--- src/rtl/core/xbd_pkg.sv ---
// Shared types, constants and helper functions for the XTEA block decipher core.
`default_nettype none

package xbd_pkg;

  // Round count of the cipher and the resulting number of half-round cells
  localparam int unsigned ROUNDS    = 32;
  localparam int unsigned NUM_CELLS = 2 * ROUNDS;

  localparam int unsigned WORD_W = 32;
  localparam int unsigned KEY_IDX_W = 2;
  localparam int unsigned NUM_KEYS = 4;

  typedef logic [WORD_W-1:0]    word_t;
  typedef logic [KEY_IDX_W-1:0] key_idx_t;

  localparam word_t DELTA = 32'h9E37_79B9;

  // Key register indexes on the configuration port
  localparam key_idx_t KEY_WORD0 = 2'd0;
  localparam key_idx_t KEY_WORD1 = 2'd1;
  localparam key_idx_t KEY_WORD2 = 2'd2;
  localparam key_idx_t KEY_WORD3 = 2'd3;

  // Key reset values
  localparam word_t KEY_RST0 = 32'h0000_ACB5;
  localparam word_t KEY_RST1 = 32'h0000_1344;
  localparam word_t KEY_RST2 = 32'h0000_EC90;
  localparam word_t KEY_RST3 = 32'h0000_285C;

  // Data handed from one cell to the next: the word being updated next,
  // and the word that feeds the mix function
  typedef struct packed {
    logic  valid;
    word_t upd;
    word_t other;
  } cell_bus_t;

  // Mix function shared by both half rounds
  function automatic word_t mix_word(input word_t w);
    return ((w << 4) ^ (w >> 5)) + w;
  endfunction

  // Sum used by half-round cell idx (even cells: before the decrement,
  // odd cells: after it), taken modulo 2^32
  function automatic word_t cell_sum(input int unsigned idx);
    int unsigned steps;
    steps = ROUNDS - (idx / 2) - (idx % 2);
    return word_t'(DELTA * word_t'(steps));
  endfunction

  // Key word selected by half-round cell idx
  function automatic key_idx_t cell_key_idx(input int unsigned idx);
    word_t s;
    s = cell_sum(idx);
    if ((idx % 2) == 0) begin
      return s[12:11];
    end
    return s[1:0];
  endfunction

endpackage

`default_nettype wire

--- src/rtl/core/xbd_out_skid.sv ---
// Output register with a one-entry skid buffer behind the cell chain.
`default_nettype none

module xbd_out_skid (
  input  logic               clk_i,
  input  logic               rst_ni,
  input  xbd_pkg::cell_bus_t bus_i,
  input  logic               m_axis_tready_i,
  output logic               m_axis_tvalid_o,
  output logic [63:0]        m_axis_tdata_o,
  output logic               full_o
);
  import xbd_pkg::*;

  logic        out_valid_q, out_valid_d;
  logic [63:0] out_data_q, out_data_d;
  logic        skid_valid_q, skid_valid_d;
  logic [63:0] skid_data_q, skid_data_d;
  logic [63:0] chain_data;
  logic        pop;

  // Final pair: plain_first is the last updated word, plain_second the other
  assign chain_data = {bus_i.upd, bus_i.other};
  assign pop        = out_valid_q && m_axis_tready_i;

  always_comb begin
    out_valid_d  = out_valid_q;
    out_data_d   = out_data_q;
    skid_valid_d = skid_valid_q;
    skid_data_d  = skid_data_q;
    priority if (skid_valid_q) begin
      // chain is frozen; drain the skid entry into the output register
      if (pop) begin
        out_data_d   = skid_data_q;
        skid_valid_d = 1'b0;
      end
    end else if (bus_i.valid) begin
      if (!out_valid_q || pop) begin
        out_valid_d = 1'b1;
        out_data_d  = chain_data;
      end else begin
        skid_valid_d = 1'b1;
        skid_data_d  = chain_data;
      end
    end else if (pop) begin
      out_valid_d = 1'b0;
    end else begin
      // nothing arrives and nothing leaves: hold
    end
  end

  always_ff @(posedge clk_i or negedge rst_ni) begin
    if (!rst_ni) begin
      out_valid_q  <= 1'b0;
      skid_valid_q <= 1'b0;
    end else begin
      out_valid_q  <= out_valid_d;
      skid_valid_q <= skid_valid_d;
    end
  end

  always_ff @(posedge clk_i) begin
    out_data_q  <= out_data_d;
    skid_data_q <= skid_data_d;
  end

  assign m_axis_tvalid_o = out_valid_q;
  assign m_axis_tdata_o  = out_data_q;
  assign full_o          = skid_valid_q;

endmodule

`default_nettype wire

--- config.mk ---
export PLATFORM = sky130hd
export DESIGN_NAME = xbd_out_skid
export DESIGN_NICKNAME = d
export VERILOG_FILES = /design/src/rtl/core/xbd_pkg.sv /design/src/rtl/core/xbd_out_skid.sv
export SDC_FILE = /design/constraint.sdc
export NUM_CORES = 1
export LEC_CHECK = 0
export BUFFER_PORTS_ARGS = -buffer_cell sky130_fd_sc_hd__buf_2
export CAP_MARGIN = 20
export CORE_AREA = 2 2 104 106
export CTS_BUF_LIST = sky130_fd_sc_hd__clkbuf_4 sky130_fd_sc_hd__clkbuf_8
export DETAILED_ROUTE_END_ITERATION = 10
export DIE_AREA = 0 0 106 108
export HOLD_SLACK_MARGIN = 0.12
export PLACE_DENSITY = 0.89
export SLEW_MARGIN = 40
export SYNTH_ARGS = -nofsm -noshare
export SYNTH_HDL_FRONTEND = slang
export SYNTH_SLANG_ARGS = --single-unit
export TNS_END_PERCENT = 10
--- constraint.sdc ---
create_clock -name clk_i -period 2.61 [get_ports clk_i]
set_input_delay 0.261 -clock clk_i [delete_from_list [all_inputs] [get_ports clk_i]]
set_output_delay 0.261 -clock clk_i [all_outputs]
set_load 0.03 [all_outputs]
==> results.yml <==
setup_path:
  crit_path_cell_trace: "buf_4 > buf_2"
  worst-setup-path-type: "flop to primary output"
  end_kind: "primary output"
  slowest_stage: "buf_4"
  type_of_element_launching_the_critical_path: "flop"
  critPathMaxStageDelay_ns: 0.44
  worst-path-max-fanout: 31
  cp.required_ns: 2.35
  worst-path-buf-inv: 2
  timing.critical_path.max_delay_family: "buffers and inverters"
  crit_arrival_ns: 1.59
timing:
  max-slew-margin-rel_pct: 55.4
  fin_worst_skew_ns: 0.00886
  tightestPinTransition_ns: 0.669
  number_of_setup_violations_in_the_final_report: 0
  fin_setup_tns_ns: 0
  final_critical_delay_including_setup_and_external_delays_ns: 1.85
  finalMaxSlewViolations: 0
  rsz0062_at_grt: "no"
  fin_crit_sh_pct: 70.8
  hold_viol_final: 0
  fmax_ghz: 0.541
routing:
  drt_drc_violations_left: 0
  via_count: 2691
  pre_antenna_drt_iters: 6
  routed_via_density: 4.67
  drt-total-wl_mm: 9.26
  drt.antenna.violating_nets: 0
  post_drt_wl_per_cell_um: 16.1
  initialDrtViolationCount: 117
floorplanning:
  die_y_um: 108
  die-area_sq_um: 11400
  coreArea_sq_um: 10200
  start_util_pct: 48.7
  core.rowCount: 37
  chipWidth_um: 106
  boundaryPins: 134
synthesis:
  yosys_warnings: 0
  ys_seq_area_share_pct: 78.1
  postSynthCellCount: 211
  post_synth_instance_area_sq_um: 4980
  syn_area_per_cell_sq_um: 23.6
  synth-seq-cells: 130
  count_of_unique_library_cells_instantiated_by_yosys: 13
  synthesis.nets: 279
clock_tree:
  cts_made_buffers: 17
  clkTransAtPathRegs_ns: 0.07
  cts_max_path_buffers: 2
  cts_max_level: 4
  clock-root-buffer: "clkbuf_8"
  cts_tree: "built"
  clock_latency_late_sink_ns: 0.42
  number_of_sinks_driven_by_the_clock_tree: 130
  postCtsSetupBuffers: 0
  cts-hold-fix-buffers: 67
  cts.repair.resized: 0
pwr:
  vdd_ir_drop_max_mv: 0.533
  fin_total_pwr_mw: 7.82
  power.density_cell_area_nw_per_um2: 1130
  leakage_nw: 2.80
layout:
  final_layout_size_suffix_gt1_share_pct: 52.0
  postLayoutCellArea_sq_um: 6950
  antenna-diode-count: 0
  num-nets-final: 495
  nFillCells: 658
  layoutNonFillerInstCount: 576
  area.growth.synth_to_final_pct: 39.4
  layout.cells.most_common_list: "buf_2 (133), edfxtp_1 (128), dlygate4sd3_1 (67)"
  most_common_library_cell_in_the_layout_ignoring_fill_and_taps: "buf_2"
placed_design:
  placer_congestion_estimate: 0.747
  postPlaceCellArea_sq_um: 5810
  dp.cells: 477
  post-dp-hpwl_mm: 5.67
  placement.io_buffers: 133
global_route:
  initial_antenna_violation_count: 0
  maximum_number_of_pins_on_one_net_before_global_route_repair: 50
  grt_overflow_total: 0
  first_global_vias: 2913
  grt_first_pass_wirelength_mm: 14.1
  global_route.usage.total_pct: 16.6
run_status:
  status: "completed"
worst_hold_path:
  worst_min_path_class: "primary input to flop"
run:
  max_cap_viol_count: 0
power breakdown:
group          internal, mW  switching [mW]
clock                  1.24           0.725
combinational          1.04            1.63
sequential             3.04           0.146
sequential cells by signal (all words and copies together) (netlist names):
register and count:
full_o 1, m_axis_tvalid_o 1, m_axis_tdata_o 64, skid_data_q 64
per-stage QoR:
step           util, %  setup slack (ns)  hold WS, ns
3_5_place_dp      56.8             0.910       0.0560
2_1_floorplan        -             0.307      -0.0346
6_report          67.9             0.763        0.155
3_3_place_gp      56.8             0.942       0.0526
5_1_grt           67.9             0.643        0.142
4_1_cts           67.9             0.721        0.124
synthesized netlist by cell type:
library cell / instances / area share, %
edfxtp_1: 128 / 77
mux2_4: 59 / 18
buf_6: 8 / 1.8
mux2_1: 5 / 1.1
dfrtp_1: 2 / 1.0
nor2_1: 2 / 0.15
a21oi_1: 1 / 0.10
a22o_1: 1 / 0.18
and2_1: 1 / 0.13
and4bb_2: 1 / 0.25
inv_1: 1 / 0.075
nand2b_1: 1 / 0.13
o22a_1: 1 / 0.18
final cells by class:
cell class | count | area, sq um | area share, %
Clock buffer | 19 | 249 | 3.58
Clock inverter | 13 | 214 | 3.08
Inverter | 1 | 3.75 | 0.0540
Multi-Input combinational cell | 72 | 1000 | 14.4
Sequential cell | 130 | 3900 | 56.1
Tap cell | 136 | 170 | 2.45
Timing Repair Buffer | 205 | 1410 | 20.3
final timing paths:
kind                                            to  slack, ns             from  depth (start not counted)
worst max-delay path                        full_o       0.76           full_o                          2
worst min-delay path               m_axis_tvalid_o       0.15        bus_i[64]                          2
worst max register to register  m_axis_tdata_o[42]       0.91  m_axis_tvalid_o                          3
worst min register to register  m_axis_tdata_o[54]       0.54  skid_data_q[54]                          1
max in group asynchronous          m_axis_tvalid_o       1.28           rst_ni                          4
min in group asynchronous                   full_o       0.69           rst_ni                          3
logic make-up (layout without fill, tap and decap cells):
logic type | Yosys count | in the layout | synth area share, %
flip-flops | 130 | 130 | 78.1
AND/OR/NAND/NOR | 5 | 5 | 0.653
buffers and inverters | 9 | 238 | 1.88
AO/OA/AOI/OAI | 3 | 3 | 0.452
multiplexers | 64 | 64 | 18.9
layer usage:
layer | track usage (%) | routed length, um
met3 | 5.97 | 558
met2 | 28.6 | 4760
met4 | 6.11 | 102
met1 | 19.4 | 3840
met5 | 0 | 0
Note: power is estimated with default switching activity, not from simulation.
