**config.mk**
```make
export PLATFORM = sky130hd
export DESIGN_NAME = xbd_cell
export DESIGN_NICKNAME = d
export VERILOG_FILES = /design/src/rtl/core/xbd_pkg.sv /design/src/rtl/core/xbd_cell.sv
export SDC_FILE = /design/constraint.sdc
export NUM_CORES = 1
export LEC_CHECK = 0
export BUFFER_PORTS_ARGS = -buffer_cell sky130_fd_sc_hd__buf_4
export CORE_ASPECT_RATIO = 1.4
export CORE_UTILIZATION = 49
export CTS_CLUSTER_SIZE = 14
export DETAILED_ROUTE_END_ITERATION = 8
export PLACE_DENSITY_LB_ADDON = 0.08
export SLEW_MARGIN = 15
export SYNTH_ARGS = -nofsm -noshare
export SYNTH_HDL_FRONTEND = slang
export SYNTH_SLANG_ARGS = --single-unit
```
**constraint.sdc**
```tcl
create_clock -name clk_i -period 0.8 [get_ports clk_i]
set_input_delay 0.08 -clock clk_i [delete_from_list [all_inputs] [get_ports clk_i]]
set_output_delay 0.08 -clock clk_i [all_outputs]
set_load 0.05 [all_outputs]
```
**src/rtl/core/xbd_pkg.sv**
```systemverilog
// Shared types, constants and helper functions for the XTEA block decipher core.
`default_nettype none

package xbd_pkg;

  // Round count of the cipher and the resulting number of half-round cells
  localparam int unsigned ROUNDS    = 32;
  localparam int unsigned NUM_CELLS = 2 * ROUNDS;

  localparam int unsigned WORD_W = 32;
  localparam int unsigned KEY_IDX_W = 2;
  localparam int unsigned NUM_KEYS = 4;

  typedef logic [WORD_W-1:0]    word_t;
  typedef logic [KEY_IDX_W-1:0] key_idx_t;

  localparam word_t DELTA = 32'h9E37_79B9;

  // Key register indexes on the configuration port
  localparam key_idx_t KEY_WORD0 = 2'd0;
  localparam key_idx_t KEY_WORD1 = 2'd1;
  localparam key_idx_t KEY_WORD2 = 2'd2;
  localparam key_idx_t KEY_WORD3 = 2'd3;

  // Key reset values
  localparam word_t KEY_RST0 = 32'h0000_ACB5;
  localparam word_t KEY_RST1 = 32'h0000_1344;
  localparam word_t KEY_RST2 = 32'h0000_EC90;
  localparam word_t KEY_RST3 = 32'h0000_285C;

  // Data handed from one cell to the next: the word being updated next,
  // and the word that feeds the mix function
  typedef struct packed {
    logic  valid;
    word_t upd;
    word_t other;
  } cell_bus_t;

  // Mix function shared by both half rounds
  function automatic word_t mix_word(input word_t w);
    return ((w << 4) ^ (w >> 5)) + w;
  endfunction

  // Sum used by half-round cell idx (even cells: before the decrement,
  // odd cells: after it), taken modulo 2^32
  function automatic word_t cell_sum(input int unsigned idx);
    int unsigned steps;
    steps = ROUNDS - (idx / 2) - (idx % 2);
    return word_t'(DELTA * word_t'(steps));
  endfunction

  // Key word selected by half-round cell idx
  function automatic key_idx_t cell_key_idx(input int unsigned idx);
    word_t s;
    s = cell_sum(idx);
    if ((idx % 2) == 0) begin
      return s[12:11];
    end
    return s[1:0];
  endfunction

endpackage

`default_nettype wire

```
**src/rtl/core/xbd_cell.sv**
```systemverilog
// One XTEA half-round cell: updates one word and hands the pair on, swapped.
`default_nettype none

module xbd_cell (
  input  logic              clk_i,
  input  logic              rst_ni,
  input  logic              en_i,
  input  xbd_pkg::word_t    sum_i,
  input  xbd_pkg::word_t    key_i,
  input  xbd_pkg::cell_bus_t bus_i,
  output xbd_pkg::cell_bus_t bus_o
);
  import xbd_pkg::*;

  logic  valid_q, valid_d;
  word_t upd_q, upd_d;
  word_t other_q, other_d;

  // Half round: subtract mixed neighbor xor keyed sum; roles swap for next cell
  always_comb begin
    valid_d = bus_i.valid;
    upd_d   = bus_i.other;
    other_d = bus_i.upd - (mix_word(bus_i.other) ^ (sum_i + key_i));
  end

  always_ff @(posedge clk_i or negedge rst_ni) begin
    if (!rst_ni) begin
      valid_q <= 1'b0;
    end else if (en_i) begin
      valid_q <= valid_d;
    end
  end

  always_ff @(posedge clk_i) begin
    if (en_i) begin
      upd_q   <= upd_d;
      other_q <= other_d;
    end
  end

  assign bus_o.valid = valid_q;
  assign bus_o.upd   = upd_q;
  assign bus_o.other = other_q;

endmodule

`default_nettype wire

```
==> flow_summary.ini, run 1 <==
[status]
status = aborted with a tool error
first-error = [ERROR GRT-0232] Routing congestion too high. Check the congestion heatmap in the GUI.
failed_stage = global routing (5_1_grt)

[synth]
synth_edf_count = 64
syn_avg_cell_area_sq_um = 9.441
yosysTopAreaCellShare_pct = 27.07
synth_ff_type = edfxtp_1
ys_warn_count = 0
synth-seq-cells = 65
synth.top_cells.by_area = edfxtp_1 (27%), ha_1 (16%), xnor2_1 (12%), a21o_1 (6.1%), xor2_1 (5.9%)
synth_nets = 980
ys_seq_area_share_pct = 27.42
synth_top_area_cell = edfxtp_1
synth_area_sq_um = 7099
async_flop_share_pct = 1.538
ys_types = 66
synth_cells = 752

[floorplanning]
die_h_um = 144.4
core.rowCount = 51
start_util_pct = 50.57
io_pins = 197
fp.dieW_um = 103.7

[clock_tree]
cts-htree-levels = 3
numClockSinks = 65
root_buffer = clkbuf_16
clk_path_buf_depth = 2
cts_buffers = 9

[global_route]
grt-ovfl-total = 598
grt_max_degree = 38
track_usage_pct = 82.61

[timing]
grt-worst-endpoint = other_q[31]$_DFFE_PP_/D
worstEndpointType = register data pin

[placement]
portBuffers = 196
place.gp.congestion = 0.9614
hpwl_um = 22680
==> cell families after synthesis <==
logic type | synth area share, %
DFF | 27.42
adders and majority gates | 17.24
and+or+nand+nor | 10.33
muxes | 0.1586
buffers and inverters | 2.379
AOI/OAI and AO/OA | 24.64
xor gates and xnor gates | 17.84
==> routing by layer <==
metal	GRT overflow	track usage [%]
met1	4	74.67
met2	405	111.2
met3	3	56.20
met4	186	103.6
met5	0	7.823
==> per-stage QoR <==
| step | hold WS [ps] | std cells | setup slack [ps] | instance area (sq um) |
|---|---|---|---|---|
| floorplan | -215.6 | 752 | -2913 | 7281 |
| global placement | -144.9 | 1400 | -3424 | 11010 |
| detailed placement | -141.3 | 1400 | -3614 | 11010 |
| CTS | 20.46 | 1460 | -3212 | 12650 |
==> synthesized netlist by cell type (all sizes together) (3+ instances only) <==
cell type	number
a211oi	7
a21boi	4
a21o	61
a21oi	72
a221oi	4
a31oi	7
and2	4
and3	4
buf	5
clkbuf	6
edfxtp	64
fa	3
ha	93
inv	30
nand2	45
nand2b	7
nand3	16
nand4	11
nor2	39
nor2b	7
nor3	12
o2111ai	3
o211ai	5
o21a	13
o21ai	38
o21bai	17
o31ai	3
or2	4
xnor2	94
xor2	48
==> timing repair <==
action	4_1_cts
pin swaps	129
resized for setup	197
hold endpoints to repair	10
hold buffers	10
setup endpoints to repair	96
setup buffers	40
gates cloned	0
==> run 2: changes to the inputs <==
- CORE_ASPECT_RATIO: 1.4 -> not set
- CORE_UTILIZATION: 49 -> 40
- CTS_CLUSTER_SIZE: 14 -> not set
- PLACE_DENSITY_LB_ADDON: 0.08 -> 0.15
- clock period: 0.8 -> 1 ns (I/O delays scaled with it)
==> run 2 against run 1 <==
Net effect: the flow now finishes, with violations (setup timing); synthesized cell count did not move; area after synthesis unchanged.
==> flow_summary.ini, run 2 <==
[synth]
syn_avg_cell_area_sq_um = 9.441
ys_warn_count = 0
synth.top_cells.by_area = edfxtp_1 (27%), ha_1 (16%), xnor2_1 (12%), a21o_1 (6.1%), xor2_1 (5.9%)
async_flop_share_pct = 1.538
synth_top_area_cell = edfxtp_1
ys_seq_area_share_pct = 27.42
synth_nets = 980
synth_area_sq_um = 7099
synth_edf_count = 64
synthTopCellsByCount = xnor2_1 (94), ha_1 (93), a21oi_1 (69)
synth_cells = 752
synth-seq-cells = 65
yosysTopAreaCellShare_pct = 27.07
ys_types = 66
synth_most_common_cell = xnor2_1
synth_ff_type = edfxtp_1

[clock_tree]
cts_buffers = 9
clk_path_buf_depth = 2
root_buffer = clkbuf_16
cts-htree-levels = 3
clk_pin_slew_worst_paths_ps = 60
cts_tree = yes
clkLatencyLatePin_ps = 340
numClockSinks = 65

[detailed_routing]
ant_nets = 0
drt-initial-drc-count = 309
wl_per_cell_um = 16.39
viasPerCell = 5.187
drt_wl_total_um = 24560
num_vias = 7776
drc = 0
dr.pass1.iters = 4

[cells_and_area]
mostFrequentLayoutCells = buf_4 (400), buf_6 (102), ha_1 (81)
utilization_pct = 73.45
layout.cells.non_filler = 1499
top_regs = other_q x32, upd_q x32, valid_q x1
layout-drive-gt1-share_pct = 51.41
seq_area_sq_um = 1947
synthToLayoutAreaGrowth_pct = 78.96
layout.nets = 1497
layout_commonest_cell = buf_4
antenna_cells = 0
multi_input_area_sq_um = 5727
fillers = 1261

[timing]
final-hold-violation-count = 0
worst_pin_slew_ps = 371.8
period_minus_slack_ps = 3767
max_freq_mhz = 265.5
min_period_over_period_pct = 376.7
fin_ws_ps = -2767
slew-limit-headroom_pct = 74.94
slew_viol_final = 0
rsz0062_at_grt = yes
final-setup-viol-count = 57
fin_hold_ws_ps = 39.67
skew_ps = 0

[floorplanning]
io_pins = 197
die_h_um = 135.2
core.rowCount = 48
fp.dieW_um = 135.2
dieArea_sq_um = 18280
core-area_sq_um = 17300
start_util_pct = 41.04

[global_route]
grt_pass1_vias = 7923
grt_pass1_wl_um = 37900
grt-ovfl-total = 0
track_usage_pct = 26.60
grt_antenna_before_repair = 0
grt_max_degree = 38

[placement]
place.gp.congestion = 0.9546
dp_worst_setup_slack_ps = -3153
hpwl_um = 18740
portBuffers = 196
placed_cells = 1439

[setup_path]
rrSetupSlack_ps = 250
worst-endpoint-required_ps = 1100
startpoint_type = primary input
end_kind = flop
crit_fanout = 3
worst-setup-path-type = in2reg
cp_data_arrival_time_ps = 3860

[flow_run]
max_cap_viol_count = 0

[hold_path]
min_path_type = in2reg

[status]
violations = setup timing
status = finished, violations left

[power]
pwr_density_cell_nw_per_um2 = 2382
p_total_mw = 30.26
vdd_drop_max_mv = 2.337
p_leak_nw = 6.038
## run 2: cell counts after synthesis
Identical to the previous run, type by type.
## run 2: per-stage QoR
| step | setup TNS (ps) | instance area, sq um |
|---|---|---|
| after CTS | -63890 | 12340 |
| after global placement | -75950 | 11080 |
| after detailed placement | -76930 | 11080 |
| after global routing | -71840 | 12700 |
| after floorplan | -62870 | 7281 |
| final | -66430 | 12700 |
## run 2: metal layers
layer  vias to the layer above  wire length, um  global-route usage (%)
met3                        61             1056                   4.340
met5                         -                0                       0
met4                         0              918                   10.86
met1                      3667            10020                   30.61
met2                       228            12570                   48.55
li1                       3820                -                       -
## run 2: final timing paths
check,from,end,depth (start not counted)
setup / recovery,sum_i[0],other_q[29],24
hold / removal,bus_i[5],upd_q[5],2
setup reg to reg,valid_q,valid_q,1
hold reg to reg,valid_q,valid_q,1
max in group asynchronous,rst_ni,valid_q,2
min in group asynchronous,rst_ni,valid_q,2
## run 2: cells by family after synthesis
kind of cell | after synthesis | share of synthesized area [%]
flops | 65 | 27.42
compound gates | 252 | 24.64
mux | 1 | 0.1586
buf+inv | 41 | 2.379
xor+xnor | 143 | 17.84
fa+ha+maj | 96 | 17.24
simple gates | 154 | 10.33
## run 2: layout make-up
class                           count  share of cell area [%]
Clock inverter                      6                  0.4629
Clock buffer                       10                   1.802
Sequential cell                    65                   15.32
Tap cell                          225                   2.216
Multi-Input combinational cell    646                   45.08
Timing Repair Buffer              517                   34.21
Inverter                           30                  0.9060
## run 2: critical path, cell delays in order
cell and delay (ps):
buf_6 70, ha_4 130, inv_2 30, fa_2 350
nor2b_1 120, o21a_1 170, o21ai_2 70, a211o_1 340
and2_4 200, nor2_1 80, o21a_1 140, nor2_2 60
xnor2_2 130, ha_1 340, a21oi_2 190, nor2_1 70
a2111oi_2 230, o211ai_1 140, a221oi_2 250, buf_4 180
o31ai_4 80, o21ai_1 140, nand2_1 80, xor2_1 140
## run 2: where the power goes
| part | switching (mW) | leakage [nW] | internal, mW | total, mW |
|---|---|---|---|---|
| clock | 1.30 | 0.146 | 1.92 | 3.22 |
| sequential | 0.352 | 0.638 | 4.29 | 4.64 |
| combinational | 11.2 | 5.25 | 11.2 | 22.4 |
## run 2: timing repair
action / in CTS / in global routing
buffers inserted: 21 / 18
hold endpoints to repair: 10 / 0
resized for setup: 157 / 53
endpoints found under the setup margin: 92 / 89
hold buffers: 10 / 0
pin swaps: 77 / 43
gates cloned: 0 / 0
(Power assumes the default switching activity.)
